==> src/hdl/gdfw_pkg.sv <==
package gdfw_pkg;

	// widths of the item and result fields and of the config data
	localparam int FIELD_W = 4;
	localparam int CFG_W   = 4;

	// item operations
	localparam logic OP_LOAD = 1'b0;
	localparam logic OP_TICK = 1'b1;

	// result kinds
	localparam logic [1:0] MOVE_WRITE   = 2'd0;
	localparam logic [1:0] MOVE_STEP    = 2'd1;
	localparam logic [1:0] MOVE_BACK    = 2'd2;
	localparam logic [1:0] MOVE_RESTART = 2'd3;

	// neighbor probe order
	localparam logic [1:0] DIR_XP = 2'd0;
	localparam logic [1:0] DIR_YM = 2'd1;
	localparam logic [1:0] DIR_YP = 2'd2;
	localparam logic [1:0] DIR_XM = 2'd3;

	// configuration register indexes
	localparam logic CFG_START_X = 1'b0;
	localparam logic CFG_START_Y = 1'b1;

	typedef struct packed {
		logic               op;
		logic [FIELD_W-1:0] cell_x;
		logic [FIELD_W-1:0] cell_y;
		logic               cell_open;
	} in_t;

	typedef struct packed {
		logic [FIELD_W-1:0] walker_x;
		logic [FIELD_W-1:0] walker_y;
		logic [1:0]         move_kind;
	} out_t;

endpackage

==> src/hdl/gdfw_step.sv <==
module gdfw_step
	import gdfw_pkg::*;
#(
	parameter int GRID_SIDE = 16,
	parameter int CW        = $clog2(GRID_SIDE),
	parameter int IW        = $clog2(GRID_SIDE * GRID_SIDE)
) (
	input  logic [CW-1:0] top_x,
	input  logic [CW-1:0] top_y,
	input  logic [1:0]    dir,
	output logic [CW-1:0] nbr_x,
	output logic [CW-1:0] nbr_y,
	output logic          nbr_ok,
	output logic [IW-1:0] nbr_idx
);

	// neighbor coordinates and grid bounds check
	always_comb begin
		nbr_x  = top_x;
		nbr_y  = top_y;
		nbr_ok = 1'b0;
		unique case (dir)
			DIR_XP: begin
				nbr_x  = top_x + CW'(1);
				nbr_ok = (top_x != CW'(GRID_SIDE - 1));
			end
			DIR_YM: begin
				nbr_y  = top_y - CW'(1);
				nbr_ok = (top_y != '0);
			end
			DIR_YP: begin
				nbr_y  = top_y + CW'(1);
				nbr_ok = (top_y != CW'(GRID_SIDE - 1));
			end
			DIR_XM: begin
				nbr_x  = top_x - CW'(1);
				nbr_ok = (top_x != '0);
			end
			default: begin
				nbr_ok = 1'b0;
			end
		endcase
	end

	// row-major cell address
	assign nbr_idx = IW'(IW'(nbr_y) * IW'(GRID_SIDE) + IW'(nbr_x));

endmodule
==> config.mk <==
export PLATFORM = sky130hd
export DESIGN_NAME = gdfw_step
export DESIGN_NICKNAME = d
export VERILOG_FILES = /design/src/hdl/gdfw_pkg.sv /design/src/hdl/gdfw_step.sv
export SDC_FILE = /design/constraint.sdc
export NUM_CORES = 1
export LEC_CHECK = 0
export ABC_AREA = 1
export BUFFER_PORTS_ARGS = -buffer_cell sky130_fd_sc_hd__buf_2
export CORE_AREA = 2 2 39 41
export DETAILED_ROUTE_END_ITERATION = 10
export DIE_AREA = 0 0 41 43
export PLACE_DENSITY = 0.76
export SETUP_SLACK_MARGIN = 0.4
export SYNTH_ARGS = -nofsm -noshare
export SYNTH_HDL_FRONTEND = slang
export SYNTH_SLANG_ARGS = --single-unit
==> constraint.sdc <==
create_clock -name vclk -period 2.8
set_input_delay 0.84 -clock vclk [all_inputs]
set_output_delay 0.84 -clock vclk [all_outputs]
set_load 0.005 [all_outputs]
Yosys cells after proc, flatten, opt, wreduce, memory -nomap -nowiden:

Index checks and enable logic that the tools add are counted.

* word-level logic and storage cells: 16
* bits in registers: 0
* output and inout port bits: 17
* bits of input ports: 10

* equal/unequal tests: 5
* reduce and logical (&&, ||, !) cells: 3
* add/sub/neg operators: 5
* multiplexer cells: 3

Operators by type and width (number)
* one-hot mux 4 bit (2 select lines): 2
* adder 4 x 1 -> 4 bit, second input constant: 2
* adder 8 x 4 -> 8 bit: 1
* inequality test 4 bit, second input constant: 2
* nonzero test 4 bit: 2
* subtractor 4 x 1 -> 4 bit, second input constant: 2
* == test 2 bit, second input constant: 2
* one-hot mux 1 bit (4 select lines): 1
* == test 2 x 1 -> 1 bit, second input constant: 1
* zero test 2 bit: 1

Logic depth before layout (Yosys ltp):

Gate-level depths: netlist (run 1).

* depth in word-level cells: 3
* mapped depth: 11
* mapped depth without buffers: 10

Least setup slack after synthesis (run 1):

OpenSTA, ideal clock, no wires.

* path kind: input-to-output
* start point: input dir[0]
* end point: output nbr_y[3]
* buffers on the path: 1
* data required time: 1.960 ns
* arrival: 2.127 ns
* path slack: -0.167 ns
* cell stages on the path: 11
* path through: inv_1 > ha_1 > inv_1 > ha_1 > nand2_1 > nand2_1 > nor2_1 > xnor2_1 > nand2_1 > o21ai_1 > buf_4

* cells in the longest elaborated chain, start to end: 2
* elaborated cells between the ends (all ways): 3
* those cells by class: eq/ne: 2; mux: 1

Ends and longest elaborated chain
* start, declared: line gdfw_step.sv:10 `input logic [1:0] dir,`
* == test 2 bit / == test 2 x 1 -> 1 bit (equally long branches): line gdfw_step.sv:22 `unique case (dir)`
* one-hot mux 4 bit (2 select lines) (*): line gdfw_step.sv:22
* end, declared: line gdfw_step.sv:12 `output logic [CW-1:0] nbr_y,`

Every way passes the cells marked *; elsewhere a longest branch is shown, timed or not.

Final worst setup path (run 1):

Ends and elaborated chain as after synthesis.

==> results of run 1 <==
==> worst max-delay path, stage by stage <==
cell     delay, ns
buf_12        0.12
inv_12        0.04
ha_4          0.13
inv_6         0.04
ha_4          0.26
nand2_2       0.05
nor2_2        0.07
nor2_1        0.05
xnor2_1       0.14
nand2_1       0.08
o21ai_2       0.06
buf_2         0.12
==> cell families after synthesis <==
logic type               Yosys count
adder cells (fa/ha/maj)            8
AND/OR/NAND/NOR                   35
XOR/XNOR                           7
AO/OA/AOI/OAI                      8
buffers and inverters             23
==> routing by layer <==
layer | vias to the layer above | share of wire | routed length, microns | track usage
met1 | 264 | 0.38 | 527 | 0.182
met2 | 12 | 0.58 | 821 | 0.297
met5 | - | 0 | 0 | 0
met4 | 0 | 0 | 0 | 0.0200
met3 | 0 | 0.039 | 55 | 0.0157
li1 | 305 | - | - | -
==> layout make-up <==
class | instances | share of cell area
tap | 16 | 0.0223
inverter | 14 | 0.0779
multi-input combinational | 58 | 0.591
timing repair buffer | 39 | 0.309
==> what timing repair did <==
| action | 4_1_cts | 5_1_grt |
|---|---|---|
| resized for setup | 22 | 8 |
| setup endpoints to repair | 17 | 17 |
| buffers inserted | 4 | 2 |
| pin swaps | 20 | 7 |
| hold buffers | 0 | 0 |
==> cell usage in the layout, fill, tap and decap left out <==
cell type  count
nor2_1         2
inv_1          9
nor2_4         3
inv_2          3
nand3_4        1
buf_2         25
nand2_1       13
fa_1           1
o21ai_1        2
nand3_1        7
buf_4          6
o21ai_2        3
xnor2_2        2
nand4_1        1
xor2_1         1
xor2_2         1
nor3_1         1
ha_4           7
buf_12         2
nand2_2        5
inv_6          1
buf_6          6
nor2_2         2
xnor2_1        3
inv_12         1
a21oi_2        1
o21ai_0        2
==> power breakdown <==
part | internal, mW | switching, mW | total [mW] | leakage (nW)
sequential | 0 | 0 | 0 | 0
clock | 0 | 0 | 0 | 0
combinational | 0.103 | 0.0935 | 0.196 | 0.445
==> path summary, 6_finish.rpt <==
check / startpoint / endpoint / slack [ns] / cells after the start
min: top_y[0] / nbr_y[0] / 2.00 / 3
max: dir[0] / nbr_y[3] / -0.04 / 12
==> impl_metrics.csv, run 1 <==
group,metric,value,unit
run_status,status,"finished with violations",
run_status,failed_checks,"negative setup slack",
sta,finalSetupViolCount,4,
detailed_routing,wl_per_cell,11.1,microns
logic_synthesis,synth_compound_area_frac,0.0823,
logic_synthesis,synth_warnings,0,
sta,rsz0062_at_grt,"yes",
floorplanning,rows,14,
sta,timing.final.ws_setup,-0.0447,ns
finish,fin_util,0.650,
finish,nets,131,
critical_path,cp.required,1.96,ns
floorplanning,die_area,1760,sq um
global_routing,grt_use_total,0.158,
logic_synthesis,synthMuxAreaShare,0,
global_routing,gr-total-overflow,0,
finish,multi_input_area,532,sq um
logic_synthesis,syn-mean-instance-area,6.01,sq um
detailed_routing,dr.first_iter.drc_count,3,
critical_path,crit_type,"in -> out",
floorplanning,ios,27,
detailed_routing,first_pass_iters,2,
global_routing,antenna_found_initial,0,
finish,fin_cells,127,
sta,drv_slew,0,
sta,hold_viol_final,0,
global_routing,grt_pass1_vias,522,
power_and_ir_drop,p_leak,0.445,nW
critical_path,arrival,2.00,ns
logic_synthesis,synth_xor_xnor_area_share,0.126,
sta,fin_setup_tns,-0.0949,ns
finish,final_layout_size_suffix_gt1_frac,0.622,
sta,worst_slew_pin_slew,0.213,ns
logic_synthesis,synthAdderAreaFrac,0.221,
detailed_routing,vias,581,
critical_path,cp_max_fo,3,
logic_synthesis,synthesis.area,487,sq um
logic_synthesis,seq_area_frac_synth,0,
finish,n_sequential_cell,0,
logic_synthesis,syn-num-nets,99,
finish,ff_latch_area,0,sq um
place,dpl.hpwl,928,microns
place,portBuffers,27,
floorplanning,die_w,41,microns
sta,worst_hold_slack,2.00,ns
finish,syn2layout_area_growth,84.8,%
logic_synthesis,yosysTopAreaCell,"ha_1",
power_and_ir_drop,fin_total_pwr,196,uW
finish,diodes,0,
floorplanning,start_util,0.352,
logic_synthesis,ys_top_cells_by_area,"ha_1 (18%), nand2_1 (13%), buf_4 (12%), inv_1 (10%), xnor2_1 (9.0%)",
finish,fillers,120,
critical_path,startpoint_type,"input pin",
logic_synthesis,synthCells,81,
power_and_ir_drop,vdd_drop_max,0.0000969,V
job,drv_cap,0,
detailed_routing,wl,1.40,mm
floorplanning,die_y,43,microns
logic_synthesis,yosys.cell_count.top_type,"nand2_1",
logic_synthesis,synthTopCellsByCount,"nand2_1 (17), inv_1 (13), buf_4 (8), ha_1 (7), nand3_1 (7)",
place,dpl_worst_slack,-0.175,ns
critical_path,critPathCaptureType,"output port",
sta,fmax,352,MHz
logic_synthesis,synth_top_area_share,0.180,
detailed_routing,drtAntennaViolNets,0,
sta,relSlewSlack,0.857,
finish,clkbuf_count,0,
place,place_area,719,sq um
floorplanning,coreArea,1380,sq um
min_path,hp-class,"in -> out",
sta,period_minus_slack,2.84,ns
finish,design_area,900,sq um
detailed_routing,viasPerCell,4.57,
global_routing,grt_pass1_wl,2.06,mm
detailed_routing,drc_errors,0,
global_routing,grt_max_degree,9,
place,gp_congestion,0.773,
logic_synthesis,synth_top_family_by_area,"simple AND/OR/NAND/NOR gates",
place,dpl.cell_count,121,
power_and_ir_drop,powerDensity,218,nW/um^2
sta,fin_crit_sh,1.02,
logic_synthesis,yosys.area_share.simple,0.329,
logic_synthesis,synth_cell_type_count,19,
Power figures use the tool's default switching activity.
==> run 2, diff against run 1 <==
--- a/config.mk
+++ b/config.mk
@@ -5,12 +5,11 @@
 export SDC_FILE = /design/constraint.sdc
 export NUM_CORES = 1
 export LEC_CHECK = 0
-export ABC_AREA = 1
 export BUFFER_PORTS_ARGS = -buffer_cell sky130_fd_sc_hd__buf_2
 export CORE_AREA = 2 2 39 41
 export DETAILED_ROUTE_END_ITERATION = 10
 export DIE_AREA = 0 0 41 43
-export PLACE_DENSITY = 0.76
+export PLACE_DENSITY = 0.74
 export SETUP_SLACK_MARGIN = 0.4
 export SYNTH_ARGS = -nofsm -noshare
 export SYNTH_HDL_FRONTEND = slang
==> impl_metrics.csv, run 2 <==
group,metric,value,unit
critical_path,cpPeakStageDelay,0.29,ns
detailed_routing,viasPerCell,5.02,
finish,clkbuf_count,0,
sta,relSlewSlack,0.792,
sta,fin_setup_tns,-1.94,ns
critical_path,cp.required,1.96,ns
sta,hold_viol_final,0,
logic_synthesis,synthCells,61,
logic_synthesis,synthesis.area,473,sq um
sta,fmax,329,MHz
floorplanning,die_w,41,microns
critical_path,critPathCaptureType,"output port",
logic_synthesis,seq_area_frac_synth,0,
finish,diodes,0,
finish,final_layout_size_suffix_gt1_frac,0.730,
logic_synthesis,ys_top_cells_by_area,"ha_1 (19%), buf_4 (13%), xnor2_1 (7.4%), xor2_1 (5.6%), mux2_2 (4.8%)",
critical_path,cp_max_fo,3,
detailed_routing,drc_errors,0,
floorplanning,coreArea,1380,sq um
finish,n_sequential_cell,0,
sta,timing.final.ws_setup,-0.244,ns
detailed_routing,vias,582,
run_status,failed_checks,"negative setup slack",
detailed_routing,drtAntennaViolNets,0,
critical_path,critPathLaunch,"dir[0]",
place,gp_congestion,0.825,
detailed_routing,wl_per_cell,12.3,microns
finish,ff_latch_area,0,sq um
detailed_routing,dr.first_iter.drc_count,7,
logic_synthesis,synth_warnings,0,
logic_synthesis,yosys.cell_count.top_type,"buf_4",
floorplanning,die_y,43,microns
job,drv_cap,0,
global_routing,grt_max_degree,7,
critical_path,crit_type,"in -> out",
power_and_ir_drop,powerDensity,220,nW/um^2
power_and_ir_drop,vdd_drop_max,0.0000859,V
place,dpl.hpwl,1.10,mm
run_status,status,"finished with violations",
place,portBuffers,27,
global_routing,antenna_found_initial,0,
critical_path,slowest_stage,"o32ai_2",
logic_synthesis,synthTopCellsByCount,"buf_4 (8), ha_1 (7), inv_1 (5)",
sta,drv_slew,0,
floorplanning,rows,14,
critical_path,arrival,2.20,ns
global_routing,grt_use_total,0.170,
finish,layout_commonest_cell,"buf_2",
sta,fin_crit_sh,1.09,
floorplanning,die_area,1760,sq um
min_path,hold_start,"top_x[3]",
finish,syn2layout_area_growth,109,%
logic_synthesis,syn-num-nets,79,
detailed_routing,first_pass_iters,4,
global_routing,gr-total-overflow,0,
floorplanning,ios,27,
critical_path,startpoint_type,"input pin",
logic_synthesis,synth_top_area_share,0.185,
sta,worst_slew_pin_slew,0.312,ns
detailed_routing,wl,1.43,mm
global_routing,grt_pass1_vias,575,
logic_synthesis,synth_cell_type_count,27,
floorplanning,start_util,0.342,
finish,nets,120,
sta,finalSetupViolCount,13,
place,dpl_worst_slack,-0.304,ns
critical_path,worstPathCellList,"buf_12 -> buf_6 -> ha_4 -> and2b_1 -> a31oi_2 -> o32ai_2 -> xor2_1 -> buf_2",
power_and_ir_drop,p_leak,0.460,nW
logic_synthesis,yosysTopAreaCell,"ha_1",
sta,worst_hold_slack,2.02,ns
logic_synthesis,syn-mean-instance-area,7.75,sq um
min_path,hp-class,"in -> out",
finish,layout_common_cells,"buf_2 (21), buf_6 (13), buf_4 (11)",
global_routing,grt_pass1_wl,2.25,mm
finish,fin_util,0.714,
sta,rsz0062_at_grt,"yes",
sta,period_minus_slack,3.04,ns
[run 2: cell types whose count changed after synthesis, moves of 3 or more]
cell,change
a21oi_1,+3
o21ai_0,-3
o21ai_1,-3
nor2_1,-6
nand2_1,-13
nand3_1,-6
inv_1,-8
nor2b_1,+3
[run 2: cell families after synthesis]
group | count (synthesis) | share of synthesized area
simple gates | 16 | 0.196
buf+inv | 14 | 0.177
compound gates | 13 | 0.201
fa+ha+maj | 8 | 0.228
xor+xnor | 7 | 0.130
mux | 3 | 0.0688
[run 2: layout make-up]
type,instances,area (sq um)
tap,16,20.0
inverter,5,33.8
multi-input combinational,47,541
fill,99,395
timing repair buffer,48,394
[run 2: path summary, 6_finish.rpt]
kind / to / slack (ns) / depth (start not counted)
max: nbr_idx[3] / -0.24 / 8
min: nbr_x[3] / 2.02 / 3
[run 2: timing repair]
item	4_1_cts	5_1_grt
gates resized for setup	14	13
hold buffers	0	0
setup endpoints to repair	17	17
pin swaps	15	11
buffers inserted	4	3
[run 2: through the flow]
stage	power, mW	std cells	instance area (sq um)
detailed placement	0.171	109	805
CTS	0.197	113	895
finish	0.217	116	988
global placement	0.166	109	805
global route	0.239	116	988
floorplan	0.117	61	611
[run 2: power breakdown]
part / switching (mW) / internal (mW) / total [mW]
Sequential: 0 / 0 / 0
Combinational: 0.0888 / 0.129 / 0.217
Clock: 0 / 0 / 0
[run 2: critical path: cells and delay by family]
| family | cells | cell delay [ns] |
|---|---|---|
| simple gates | 1 | 0.23 |
| fa+ha+maj | 1 | 0.15 |
| buf+inv | 3 | 0.36 |
| xor+xnor | 1 | 0.21 |
| compound gates | 2 | 0.41 |
[run 2: layer usage]
| layer | vias to the layer above | global-route usage | wire [microns] |
|---|---|---|---|
| met5 | - | 0 | 0 |
| met4 | 0 | 0.0267 | 24 |
| li1 | 290 | - | - |
| met3 | 4 | 0.0157 | 75 |
| met2 | 20 | 0.322 | 776 |
| met1 | 268 | 0.191 | 550 |
==> run 3, diff against run 2 <==
--- a/config.mk
+++ b/config.mk
@@ -10,6 +10,7 @@
 export DETAILED_ROUTE_END_ITERATION = 10
 export DIE_AREA = 0 0 41 43
 export PLACE_DENSITY = 0.74
+export REMOVE_ABC_BUFFERS = 1
 export SETUP_SLACK_MARGIN = 0.4
 export SYNTH_ARGS = -nofsm -noshare
 export SYNTH_HDL_FRONTEND = slang
==> impl_metrics.csv, run 3 (same netlist as run 2, synthesis figures left out) <==
group,metric,value,unit
finish,diodes,0,
critical_path,startpoint_type,"input pin",
place,portBuffers,27,
min_path,whs_path_depth,3,
global_routing,grt_use_total,0.180,
global_routing,antenna_found_initial,0,
critical_path,cp_max_fo,3,
global_routing,gr-total-overflow,0,
finish,layout_commonest_cell,"buf_2",
floorplanning,rows,14,
sta,fmax,330,MHz
power_and_ir_drop,powerDensity,215,nW/um^2
critical_path,cpPeakStageDelay,0.25,ns
global_routing,grt_pass1_wl,2.34,mm
floorplanning,die_w,41,microns
place,dpl.hpwl,949,microns
finish,nets,116,
finish,ff_latch_area,0,sq um
floorplanning,die_y,43,microns
global_routing,grt_max_degree,8,
detailed_routing,vias,592,
finish,n_sequential_cell,0,
detailed_routing,drc_errors,0,
run_status,failed_checks,"negative setup slack",
sta,fin_crit_sh,1.08,
critical_path,worstPathCellList,"buf_8 -> inv_4 -> ha_4 -> inv_4 -> ha_4 -> a21o_4 -> a21oi_2 -> mux2i_1 -> o31ai_2 -> buf_2",
sta,timing.final.ws_setup,-0.229,ns
clock_tree,cts_hold_buf,0,
critical_path,cp_top_family,"compound AO/OA/AOI/OAI gates",
finish,layout_common_cells,"buf_2 (25), buf_6 (8), buf_4 (7)",
min_path,hp-class,"in -> out",
sta,drv_slew,0,
power_and_ir_drop,p_leak,0.419,nW
sta,worst_slew_pin_slew,0.309,ns
detailed_routing,dr.first_iter.drc_count,9,
power_and_ir_drop,fin_total_pwr,195,uW
detailed_routing,wl_per_cell,13.2,microns
power_and_ir_drop,vdd_drop_max,0.000116,V
detailed_routing,viasPerCell,5.29,
critical_path,critPathCaptureType,"output port",
sta,rsz0062_at_grt,"yes",
floorplanning,coreArea,1380,sq um
sta,relSlewSlack,0.792,
finish,clkbuf_count,0,
critical_path,cp.required,1.96,ns
global_routing,grt_pass1_vias,506,
sta,finalSetupViolCount,13,
detailed_routing,drtAntennaViolNets,0,
sta,fin_setup_tns,-1.85,ns
floorplanning,ios,27,
critical_path,crit_cells,10,
critical_path,worst-path-buf-inv,4,
critical_path,slowest_stage,"mux2i_1",
finish,syn2layout_area_growth,91.5,%
detailed_routing,first_pass_iters,4,
finish,final_layout_size_suffix_gt1_frac,0.688,
place,gp_congestion,0.827,
floorplanning,die_area,1760,sq um
detailed_routing,wl,1.48,mm
run_status,status,"finished with violations",
job,drv_cap,0,
critical_path,crit_type,"in -> out",
sta,hold_viol_final,0,
critical_path,arrival,2.19,ns
floorplanning,start_util,0.342,
sta,period_minus_slack,3.03,ns
==> run 3: changes by cell type in the layout (fill, tap and decap cells not counted), sizes merged <==
cell / before / now
buf: 48 / 44
==> run 3: area by class of cell <==
cell class,count,area (sq um)
fillers,109,478
well taps,16,20.0
inverters,5,23.8
repair buffers,44,333
multi-input cells,47,529
==> run 3: path summary, 6_finish.rpt <==
kind                  slack [ns]      from  endpoint
worst max-delay path       -0.23    dir[0]  nbr_y[3]
worst min-delay path        2.00  top_x[3]  nbr_x[3]
==> run 3: timing repair <==
action,CTS,global route
buffers inserted,3,2
pin swaps,14,11
gates resized for setup,36,5
endpoints found under the setup margin,17,17
==> run 3: metal layers <==
layer,routed length [microns],GRT usage,up-vias
li1,-,-,283
met3,59,0,0
met5,0,0,-
met1,616,0.276,291
met2,804,0.291,18
met4,0,0,0
==> run 3: where the power goes <==
| part | leakage (nW) | switching (mW) | total [mW] | internal (mW) |
|---|---|---|---|---|
| combinational | 0.419 | 0.0855 | 0.195 | 0.110 |
| clock | 0 | 0 | 0 | 0 |
| sequential | 0 | 0 | 0 | 0 |
| total | 0.419 | 0.0855 | 0.195 | 0.110 |
==> run 3: metrics by stage <==
stage	instances	hold WS (ns)	utilization	setup slack [ns]	instance area [sq um]
floorplan	52	1.76	-	-0.189	408
global placement	107	1.99	0.472	-0.331	653
detailed placement	107	2.01	0.472	-0.360	653
CTS	110	2.01	0.618	-0.227	855
global route	112	2.04	0.655	-0.308	906
finish	112	2.00	0.655	-0.229	906
